### src/sv/indexed_doubly_linked_list_unit_macros.svh
// ----------------------------------------------------------------------------
// indexed doubly linked list unit - assertion macros
// shared concurrent assertion forms, clocked on clock and disabled in reset
// ----------------------------------------------------------------------------
`ifndef INDEXED_DOUBLY_LINKED_LIST_UNIT_MACROS_SVH
`define INDEXED_DOUBLY_LINKED_LIST_UNIT_MACROS_SVH

// same-cycle implication
`define IDLL_ASSERT_IMPL(label, ante, cons, msg) \
   label: assert property (@(posedge clock) disable iff (reset) (ante) |-> (cons)) \
      else $error(msg);

// next-cycle implication
`define IDLL_ASSERT_NEXT(label, ante, cons, msg) \
   label: assert property (@(posedge clock) disable iff (reset) (ante) |=> (cons)) \
      else $error(msg);

`endif

### src/sv/idll_pkg.sv
// ----------------------------------------------------------------------------
// idll_pkg
// shared types and constants of the indexed doubly linked list unit
// ----------------------------------------------------------------------------
package idll_pkg;

   localparam int ID_W        = 10;
   localparam int CMD_W       = 2;
   localparam int DEF_MAX_ID  = 1023;
   localparam int REQ_DATA_W  = 24;
   localparam int RSP_DATA_W  = 16;
   localparam int QUEUE_DEPTH = 2;

   typedef enum logic [CMD_W-1:0] {
      CMD_INSERT = 2'd0,
      CMD_QUERY  = 2'd1,
      CMD_REMOVE = 2'd2
   } cmd_type;

   // classified operation as handed to the back end
   typedef enum logic [1:0] {
      OP_INSERT,
      OP_QUERY,
      OP_REMOVE,
      OP_QZERO
   } op_type;

   typedef struct packed {
      op_type          op;
      logic [ID_W-1:0] position;
      logic [ID_W-1:0] new_id;
   } item_type;

   typedef struct packed {
      logic clearing;
      logic pop;
   } back_ctl_type;

   typedef enum logic [2:0] {
      ST_CLEAR,
      ST_IDLE,
      ST_WRITE1,
      ST_WRITE2,
      ST_RESP
   } back_state_type;

endpackage

### src/sv/idll_front.sv
// ----------------------------------------------------------------------------
// idll_front
// accepts commands, checks ids, drops no-op commands, queues the rest
// ----------------------------------------------------------------------------
module idll_front #(
   parameter int MAX_ID = idll_pkg::DEF_MAX_ID
) (
   input  logic                        clock,
   input  logic                        reset,
   input  logic                        req_tvalid,
   output logic                        req_tready,
   input  logic [idll_pkg::CMD_W-1:0]  req_cmd,
   input  logic [idll_pkg::ID_W-1:0]   req_position,
   input  logic [idll_pkg::ID_W-1:0]   req_new_id,
   output idll_pkg::item_type          head,
   output logic                        head_valid,
   input  idll_pkg::back_ctl_type      back_ctl
);
   import idll_pkg::*;

   localparam int QPTR_W = $clog2(QUEUE_DEPTH);
   localparam int QCNT_W = $clog2(QUEUE_DEPTH + 1);

   item_type           q_mem_ff [QUEUE_DEPTH];
   logic [QPTR_W-1:0]  wr_ptr_ff, wr_ptr_in;
   logic [QPTR_W-1:0]  rd_ptr_ff, rd_ptr_in;
   logic [QCNT_W-1:0]  count_ff, count_in;

   logic     pos_ok, nid_ok, keep, push, pop;
   item_type item;

   assign pos_ok = (32'(req_position) <= MAX_ID);
   assign nid_ok = (32'(req_new_id) <= MAX_ID);

   always_comb begin
      keep          = 1'b0;
      item.op       = OP_QZERO;
      item.position = req_position;
      item.new_id   = req_new_id;
      case (req_cmd)
         CMD_INSERT: begin
            keep    = pos_ok && nid_ok;
            item.op = OP_INSERT;
         end
         CMD_QUERY: begin
            // an out of range query still answers, with zero
            keep    = 1'b1;
            item.op = pos_ok ? OP_QUERY : OP_QZERO;
         end
         CMD_REMOVE: begin
            keep    = pos_ok;
            item.op = OP_REMOVE;
         end
         default: begin
            keep = 1'b0;
         end
      endcase
   end

   assign req_tready = !back_ctl.clearing && (count_ff != QCNT_W'(QUEUE_DEPTH));
   assign push       = req_tvalid && req_tready && keep;
   assign pop        = back_ctl.pop;

   always_comb begin
      wr_ptr_in = push ? wr_ptr_ff + 1'b1 : wr_ptr_ff;
      rd_ptr_in = pop  ? rd_ptr_ff + 1'b1 : rd_ptr_ff;
      case ({push, pop})
         2'b10:   count_in = count_ff + 1'b1;
         2'b01:   count_in = count_ff - 1'b1;
         default: count_in = count_ff;
      endcase
   end

   always_ff @(posedge clock) begin
      if (reset) begin
         wr_ptr_ff <= '0;
         rd_ptr_ff <= '0;
         count_ff  <= '0;
      end else begin
         wr_ptr_ff <= wr_ptr_in;
         rd_ptr_ff <= rd_ptr_in;
         count_ff  <= count_in;
      end
      if (push) begin
         q_mem_ff[wr_ptr_ff] <= item;
      end
   end

   assign head       = q_mem_ff[rd_ptr_ff];
   assign head_valid = (count_ff != '0);

`include "indexed_doubly_linked_list_unit_macros.svh"

   `IDLL_ASSERT_IMPL(a_pop_not_empty, pop, count_ff != '0, "pop from empty queue")
   `IDLL_ASSERT_IMPL(a_empty_ptrs, count_ff == '0, rd_ptr_ff == wr_ptr_ff, "queue pointers skewed")

endmodule

### config.mk
export PLATFORM = sky130hd
export DESIGN_NAME = idll_front
export DESIGN_NICKNAME = d
export VERILOG_FILES = /design/src/sv/idll_pkg.sv /design/src/sv/idll_front.sv
export VERILOG_INCLUDE_DIRS = /design/src /design/src/sv
export SDC_FILE = /design/constraint.sdc
export NUM_CORES = 1
export LEC_CHECK = 0
export ABC_AREA = 1
export BUFFER_PORTS_ARGS = -buffer_cell sky130_fd_sc_hd__buf_2
export CAP_MARGIN = 20
export CELL_PAD_IN_SITES_DETAIL_PLACEMENT = 1
export CELL_PAD_IN_SITES_GLOBAL_PLACEMENT = 1
export CORE_ASPECT_RATIO = 1.2
export CORE_MARGIN = 2
export CORE_UTILIZATION = 40
export CTS_BUF_LIST = sky130_fd_sc_hd__clkbuf_2 sky130_fd_sc_hd__clkbuf_4 sky130_fd_sc_hd__clkbuf_8
export DETAILED_ROUTE_END_ITERATION = 8
export PLACE_DENSITY_LB_ADDON = 0.1
export SETUP_SLACK_MARGIN = 0.2
export SYNTH_ARGS = -nofsm -noshare
export SYNTH_HDL_FRONTEND = slang
export SYNTH_SLANG_ARGS = --single-unit
### constraint.sdc
create_clock -name clock -period 4.4 [get_ports clock]
set_input_delay 0.22 -clock clock [delete_from_list [all_inputs] [get_ports clock]]
set_output_delay 0.22 -clock clock [all_outputs]
set_load 0.01 [all_outputs]
==> metrics.txt, run 1 <==
# TYPE chip_impl_metric gauge
chip_impl_info{name="status",value="finished clean"} 1
chip_impl_metric{name="std_cell_rows",unit=""} 27
chip_impl_info{name="rsz0062_at_grt",value="false"} 1
chip_impl_metric{name="floorplan.die_area",unit="mm^2"} 0.00516
chip_impl_metric{name="fin_nets",unit=""} 184
chip_impl_metric{name="dr.pass1.iters",unit=""} 3
chip_impl_metric{name="route.detailed.wl_per_inst",unit="um"} 14.2
chip_impl_metric{name="dpl.hpwl",unit="mm"} 2.10
chip_impl_metric{name="yosysUniqueCellTypes",unit=""} 17
chip_impl_metric{name="worst_clock_skew",unit="ps"} 3.17
chip_impl_metric{name="floorplan.die.height",unit="um"} 78.3
chip_impl_metric{name="grt_start_max_net_pins",unit=""} 23
chip_impl_info{name="critPathCaptureType",value="primary output"} 1
chip_impl_metric{name="placement.setup.worst_slack",unit="ps"} 2360
chip_impl_metric{name="critical_path_arrival",unit="ps"} 1820
chip_impl_metric{name="clk_path_buf_depth",unit=""} 2
chip_impl_metric{name="setup_ws",unit="ps"} 2360
chip_impl_metric{name="hold_violations",unit=""} 0
chip_impl_metric{name="powerDensity",unit="mW/mm^2"} 390
chip_impl_info{name="synth_top_cells_by_count",value="44 x sky130_fd_sc_hd__edfxtp_1, 22 x sky130_fd_sc_hd__mux2_2, 6 x sky130_fd_sc_hd__inv_1"} 1
chip_impl_metric{name="area.growth.synth_to_final",unit="%"} 20.9
chip_impl_metric{name="synth_sequential_area_ratio",unit="%"} 77.2
chip_impl_metric{name="cts.clk_slew.worst_paths",unit="ps"} 80
chip_impl_metric{name="ys_ff_latch",unit=""} 49
chip_impl_info{name="r2r-end",value="q_mem_ff[1][19]$_DFFE_PP_"} 1
chip_impl_metric{name="gp_congestion",unit=""} 0.650
chip_impl_metric{name="number_of_global_route_vias_before_repair",unit=""} 1146
chip_impl_metric{name="antenna_found_initial",unit=""} 0
chip_impl_metric{name="timing_worst_slew_pin_value",unit="ps"} 970
chip_impl_metric{name="setup_slack_reg_to_reg",unit="ps"} 2620
chip_impl_metric{name="ioPinCount",unit=""} 51
chip_impl_metric{name="p_leak",unit="nW"} 0.851
chip_impl_metric{name="cts-hold-fix-buffers",unit=""} 0
chip_impl_info{name="cts_tree",value="done"} 1
chip_impl_info{name="worstReg2RegStart",value="count_ff[0]$_SDFFE_PP0P_"} 1
chip_impl_metric{name="dr_wl_met2",unit="mm"} 1.66
chip_impl_info{name="clock_tree.root_cell",value="sky130_fd_sc_hd__clkbuf_8"} 1
chip_impl_metric{name="core_area",unit="mm^2"} 0.00449
chip_impl_info{name="synth_most_common_cell",value="sky130_fd_sc_hd__edfxtp_1"} 1
chip_impl_metric{name="met3WireLength",unit="um"} 195
chip_impl_metric{name="report.power.total",unit="mW"} 0.868
chip_impl_metric{name="place.detailed.instances",unit=""} 206
chip_impl_metric{name="number_of_fill_cells_in_the_layout",unit=""} 461
chip_impl_metric{name="fin_tns_setup",unit="ps"} 0
chip_impl_metric{name="syn_area",unit="mm^2"} 0.00184
chip_impl_metric{name="cp.required",unit="ps"} 4180
chip_impl_metric{name="postCtsSetupBuffers",unit=""} 0
chip_impl_metric{name="route.vias.total",unit=""} 991
chip_impl_metric{name="setup_viol",unit=""} 0
chip_impl_metric{name="cts.htree.levels",unit=""} 2
chip_impl_info{name="crit_end",value="head[14]"} 1
chip_impl_metric{name="met1_wl",unit="mm"} 1.11
chip_impl_metric{name="min_period",unit="ps"} 2040
chip_impl_metric{name="clock-sinks",unit=""} 49
chip_impl_metric{name="peakVddDrop",unit="mV"} 0.207
chip_impl_metric{name="initial_core_util",unit="%"} 41.0
chip_impl_metric{name="drtIter0Drc",unit=""} 25
chip_impl_metric{name="synth_edf_count",unit=""} 44
chip_impl_info{name="yosysTopAreaCell",value="sky130_fd_sc_hd__edfxtp_1"} 1
chip_impl_metric{name="report.final.slew_viol_count",unit=""} 0
chip_impl_metric{name="die_w",unit="um"} 65.9
chip_impl_info{name="main_synth_ff_type",value="sky130_fd_sc_hd__edfxtp_1"} 1
chip_impl_metric{name="post_cts.resized_instances",unit=""} 0
chip_impl_metric{name="fmax",unit="MHz"} 491
chip_impl_metric{name="worst-path-max-fanout",unit=""} 22
chip_impl_metric{name="clk_latency",unit="ps"} 290
chip_impl_metric{name="cap_viol_max_count",unit=""} 0
chip_impl_metric{name="overflow_left_after_global_routing",unit=""} 0
chip_impl_metric{name="drc_errors",unit=""} 0
chip_impl_metric{name="worstRegToRegCells",unit=""} 4
chip_impl_metric{name="postSynthCellCount",unit=""} 102
chip_impl_metric{name="synth.yosys.warnings",unit=""} 0
chip_impl_metric{name="cts_inserted_buffers",unit=""} 5
chip_impl_metric{name="n_antenna_cell",unit=""} 0
chip_impl_metric{name="ant_nets",unit=""} 0
chip_impl_metric{name="ratio_of_routed_vias_to_standard_cells",unit=""} 4.65
chip_impl_info{name="setup.worst_path.start_class",value="register"} 1
chip_impl_metric{name="place.port_buffers",unit=""} 50
chip_impl_metric{name="track_usage",unit="%"} 13.6
chip_impl_info{name="netlist_top_cells_area",value="sky130_fd_sc_hd__edfxtp_1 72%, sky130_fd_sc_hd__mux2_2 13%, sky130_fd_sc_hd__dfxtp_1 5.4%, sky130_fd_sc_hd__buf_6 1.2%, sky130_fd_sc_hd__inv_1 1.2%"} 1
chip_impl_info{name="top_signal_layer_used",value="met4"} 1
chip_impl_metric{name="whs",unit="ps"} 113
chip_impl_metric{name="drive_above_1_share",unit="%"} 52.9
chip_impl_metric{name="relSlewSlack",unit="%"} 35.2
chip_impl_metric{name="synth-async-reset-ratio",unit="%"} 0
chip_impl_metric{name="grt_first_pass_wirelength",unit="mm"} 5.08
chip_impl_metric{name="postSynthAreaPerCell",unit="um^2"} 18.0
chip_impl_info{name="critPathKind",value="register to primary output"} 1
chip_impl_metric{name="syn-num-nets",unit=""} 130
chip_impl_info{name="timing.hold.worst.class",value="input port to register"} 1
chip_impl_metric{name="route.final.wire_length",unit="mm"} 3.02
chip_impl_metric{name="synthDominantCellAreaShare",unit="%"} 71.8
chip_impl_metric{name="final.period_utilization",unit="%"} 46.3
chip_impl_metric{name="finalNonFillerCells",unit=""} 213
## layer usage
layer	track usage, %	up-vias
met4	6.25	0
met1	13.3	469
met2	24.7	32
met3	4.73	6
li1	-	484
met5	0	-
## worst min path at each step
stage | cells past startpoint | start | slack (ps) | to
floorplan | 1 | reset | 290 | register
global placement | 1 | req_position[4] | 410 | q_mem_ff[0][14]$_DFFE_PP_
detailed placement | 1 | req_new_id[4] | 410 | q_mem_ff[1][4]$_DFFE_PP_
CTS | 1 | req_new_id[4] | 100 | q_mem_ff[0][4]$_DFFE_PP_
global route | 1 | req_new_id[9] | 90 | q_mem_ff[1][9]$_DFFE_PP_
finish | 1 | req_new_id[4] | 110 | q_mem_ff[1][4]$_DFFE_PP_
## critical path, cell delays in order, from the launching register on
cell                      delay [ps]
sky130_fd_sc_hd__dfxtp_1         960
sky130_fd_sc_hd__mux2_2          420
sky130_fd_sc_hd__buf_2           140
## metrics by stage
stage,util [%],cell area (um^2)
global route,49.5,2220
global placement,47.5,2140
floorplan,-,1840
detailed placement,47.5,2140
finish,49.5,2220
CTS,49.2,2210
## report_power, final
part           leakage, nW  internal [mW]  switching (mW)
clock               0.0399          0.105           0.128
combinational        0.369         0.0494          0.0459
sequential           0.443          0.526          0.0136
## state kept, by name, indices dropped and copies added, names as in the netlist, named ones only
| register | count |
|---|---|
| count_ff | 2 |
| rd_ptr_ff | 1 |
| q_mem_ff | 44 |
| wr_ptr_ff | 1 |
## area by class of cell
class	instances	area, um^2	area share [%]
inverter	6	22.5	1.01
multi-input combinational	43	369	16.6
clock inverter	1	5.00	0.225
timing repair buffer	51	265	11.9
clock buffer	5	68.8	3.09
tap	58	72.6	3.26
sequential	49	1420	63.9
## layout by cell type, fill, tap and decap left out, drive strengths merged, types with 4 or more instances in the layout
cell	n
inv	6
nand2	5
a21oi	4
buf	51
clkbuf	5
nor2	5
mux2	22
dfxtp	5
edfxtp	44
## cells by family after synthesis
| logic type | synth area share, % |
|---|---|
| adder cells (fa/ha/maj) | 0.680 |
| flip-flops | 77.2 |
| buffers and inverters | 2.86 |
| XOR/XNOR | 0.476 |
| AND/OR/NAND/NOR | 2.99 |
| AO/OA/AOI/OAI | 2.31 |
| multiplexers | 13.5 |
Power figures use the tool's default switching activity.
==> inputs of run 2 (changes only) <==
- clock period: 4.4 -> 1.9 ns (I/O delays scaled with it)
==> metrics.txt, run 2 (synthesis gave the netlist of run 1 again) <==
# TYPE chip_impl_metric gauge
chip_impl_metric{name="dr.pass1.iters",unit=""} 3
chip_impl_info{name="path_delay_family",value="buffers and inverters"} 1
chip_impl_metric{name="floorplan.die.height",unit="um"} 78.3
chip_impl_info{name="setup.worst_path.start_class",value="input port"} 1
chip_impl_metric{name="worst-path-max-fanout",unit=""} 3
chip_impl_info{name="slowest_stage",value="sky130_fd_sc_hd__dlygate4sd3_1"} 1
chip_impl_metric{name="gr-usage-met3",unit="%"} 4.15
chip_impl_metric{name="cts.htree.levels",unit=""} 2
chip_impl_info{name="clock_tree.root_cell",value="sky130_fd_sc_hd__clkbuf_8"} 1
chip_impl_metric{name="cts.clk_slew.worst_paths",unit="ps"} 80
chip_impl_metric{name="grt_util_met1",unit="%"} 15.8
chip_impl_metric{name="grt_first_pass_wirelength",unit="mm"} 5.51
chip_impl_metric{name="gp_congestion",unit=""} 0.672
chip_impl_metric{name="clk_path_buf_depth",unit=""} 2
chip_impl_metric{name="cap_viol_max_count",unit=""} 0
chip_impl_info{name="layout.cells.most_common_list",value="50 x sky130_fd_sc_hd__buf_2, 44 x sky130_fd_sc_hd__edfxtp_1, 22 x sky130_fd_sc_hd__mux2_2, 22 x sky130_fd_sc_hd__dlygate4sd3_1, 6 x sky130_fd_sc_hd__inv_1"} 1
chip_impl_info{name="most_used_routing_layer",value="met2"} 1
chip_impl_info{name="largest_registers",value="q_mem_ff (44), count_ff (2)"} 1
chip_impl_metric{name="relSlewSlack",unit="%"} 80.0
chip_impl_metric{name="area.growth.synth_to_final",unit="%"} 36.4
chip_impl_metric{name="route.vias.total",unit=""} 1106
chip_impl_metric{name="ioPinCount",unit=""} 51
chip_impl_metric{name="setup_viol",unit=""} 0
chip_impl_metric{name="drtIter0Drc",unit=""} 27
chip_impl_info{name="top_register",value="q_mem_ff"} 1
chip_impl_metric{name="cts_inserted_buffers",unit=""} 5
chip_impl_info{name="cts_tree",value="done"} 1
chip_impl_metric{name="report.power.total",unit="mW"} 2.23
chip_impl_info{name="critPathKind",value="input port to register"} 1
chip_impl_metric{name="timing_worst_slew_pin_value",unit="ps"} 301
chip_impl_metric{name="core_area",unit="mm^2"} 0.00449
chip_impl_metric{name="critical_path_arrival",unit="ps"} 1780
chip_impl_metric{name="drc_errors",unit=""} 0
chip_impl_metric{name="track_usage",unit="%"} 14.9
chip_impl_metric{name="grt.met2_usage",unit="%"} 26.7
chip_impl_metric{name="drive_above_1_share",unit="%"} 47.8
chip_impl_metric{name="route.detailed.wl_per_inst",unit="um"} 14.0
chip_impl_metric{name="n_antenna_cell",unit=""} 0
chip_impl_metric{name="worst_clock_skew",unit="ps"} 5.43
chip_impl_metric{name="floorplan.die_area",unit="mm^2"} 0.00516
chip_impl_metric{name="std_cell_rows",unit=""} 27
chip_impl_metric{name="ratio_of_routed_vias_to_standard_cells",unit=""} 4.61
chip_impl_metric{name="critPathBufInv",unit=""} 3
chip_impl_info{name="rsz0062_at_grt",value="false"} 1
chip_impl_metric{name="clk_latency",unit="ps"} 290
chip_impl_info{name="mostFrequentLayoutCell",value="sky130_fd_sc_hd__buf_2"} 1
chip_impl_metric{name="ant_nets",unit=""} 0
chip_impl_metric{name="hold_violations",unit=""} 0
chip_impl_metric{name="number_of_global_route_vias_before_repair",unit=""} 1180
chip_impl_metric{name="fin_nets",unit=""} 209
chip_impl_metric{name="overflow_left_after_global_routing",unit=""} 0
chip_impl_metric{name="place.detailed.instances",unit=""} 210
chip_impl_info{name="status",value="finished clean"} 1
chip_impl_metric{name="initial_core_util",unit="%"} 41.0
chip_impl_metric{name="cp.required",unit="ps"} 2090
chip_impl_info{name="timing.hold.worst.class",value="input port to register"} 1
chip_impl_metric{name="final.period_utilization",unit="%"} 83.7
chip_impl_metric{name="critical-path-max-stage-delay",unit="ps"} 540
chip_impl_info{name="path_cells",value="dlygate4sd3_1 -> buf_2 -> a21oi_1 -> nand2_1 -> ha_1 -> inv_1 -> nand4_1 -> nand2_1 -> nor2_1"} 1
chip_impl_metric{name="peakVddDrop",unit="mV"} 0.595
chip_impl_metric{name="number_of_fill_cells_in_the_layout",unit=""} 454
chip_impl_metric{name="fin_tns_setup",unit="ps"} 0
chip_impl_metric{name="die_w",unit="um"} 65.9
chip_impl_metric{name="antenna_found_initial",unit=""} 0
chip_impl_info{name="critical-path-top-cell-by-count",value="sky130_fd_sc_hd__nand2_1"} 1
chip_impl_metric{name="grt_start_max_net_pins",unit=""} 23
chip_impl_metric{name="largest_reg_flops",unit=""} 44
chip_impl_metric{name="clock-sinks",unit=""} 49
chip_impl_metric{name="dpl.hpwl",unit="mm"} 2.34
chip_impl_metric{name="place.port_buffers",unit=""} 50
chip_impl_metric{name="report.final.slew_viol_count",unit=""} 0
chip_impl_info{name="critPathCaptureType",value="register"} 1
chip_impl_metric{name="powerDensity",unit="mW/mm^2"} 888
chip_impl_metric{name="min_period",unit="ps"} 1590
chip_impl_metric{name="fmax",unit="MHz"} 629
chip_impl_metric{name="finalNonFillerCells",unit=""} 240
chip_impl_metric{name="p_leak",unit="nW"} 0.977
chip_impl_metric{name="route.final.wire_length",unit="mm"} 3.37
[run 2: changes by cell type in the layout (fill, tap and decap cells not counted)]
cell                            change
sky130_fd_sc_hd__dlygate4sd3_1     +22
sky130_fd_sc_hd__buf_4              +3
sky130_fd_sc_hd__buf_12             +1
sky130_fd_sc_hd__buf_8              -1
sky130_fd_sc_hd__bufinv_16          +1
sky130_fd_sc_hd__clkbuf_4           +1
sky130_fd_sc_hd__clkinv_1           +1
sky130_fd_sc_hd__clkinv_2           -1
sky130_fd_sc_hd__dfxtp_1            -1
sky130_fd_sc_hd__dfxtp_2            +1
[run 2: worst paths after layout]
path / start / endpoint / slack, ps / cells after the start
worst max-delay path: req_cmd[0] / count_ff[1]$_SDFFE_PP0P_ / 310 / 9
worst min-delay path: req_cmd[1] / q_mem_ff[1][21]$_DFFE_PP_ / 20 / 1
worst max register to register: count_ff[0]$_SDFFE_PP0P_ / count_ff[1]$_SDFFE_PP0P_ / 430 / 8
worst min register to register: rd_ptr_ff$_SDFFE_PP0P_ / rd_ptr_ff$_SDFFE_PP0P_ / 540 / 2
[run 2: area by class of cell]
type / instances / area [um^2] / area share [%]
clock buffers: 6 / 76.3 / 3.04
clock inverters: 2 / 33.8 / 1.35
inverters: 6 / 22.5 / 0.897
multi-input cells: 43 / 369 / 14.7
flip-flops and latches: 49 / 1420 / 56.7
well taps: 58 / 72.6 / 2.89
repair buffers: 76 / 513 / 20.4
[run 2: per-layer routing]
metal / up-vias / wire (um)
met4: 0 / 53
met3: 5 / 172
met5: - / 0
met1: 533 / 1240
met2: 33 / 1900
li1: 535 / -
[run 2: per-stage QoR]
step           area, um^2  hold WS (ps)  setup WS [ps]  utilization (%)
6_report             2510          19.1            311             55.9
5_1_grt              2510          13.1            202             55.9
3_3_place_gp         2180           285            521             48.5
3_5_place_dp         2180           287            453             48.5
2_1_floorplan        1840           167            223                -
4_1_cts              2510          11.1            325             55.9
[run 2: repair_timing]
item | CTS | global route
endpoints found under the hold margin | 44 | 0
gates resized for setup | 1 | 0
buffers inserted | 0 | 0
hold buffers | 22 | 0
endpoints found under the setup margin | 15 | 0
[run 2: report_power, final]
| part | leakage, nW | total (mW) | switching, mW | internal (mW) |
|---|---|---|---|---|
| clock network | 0.0563 | 0.713 | 0.311 | 0.403 |
| registers | 0.443 | 1.24 | 0.0227 | 1.22 |
| logic | 0.478 | 0.275 | 0.125 | 0.150 |
| total | 0.977 | 2.23 | 0.458 | 1.77 |
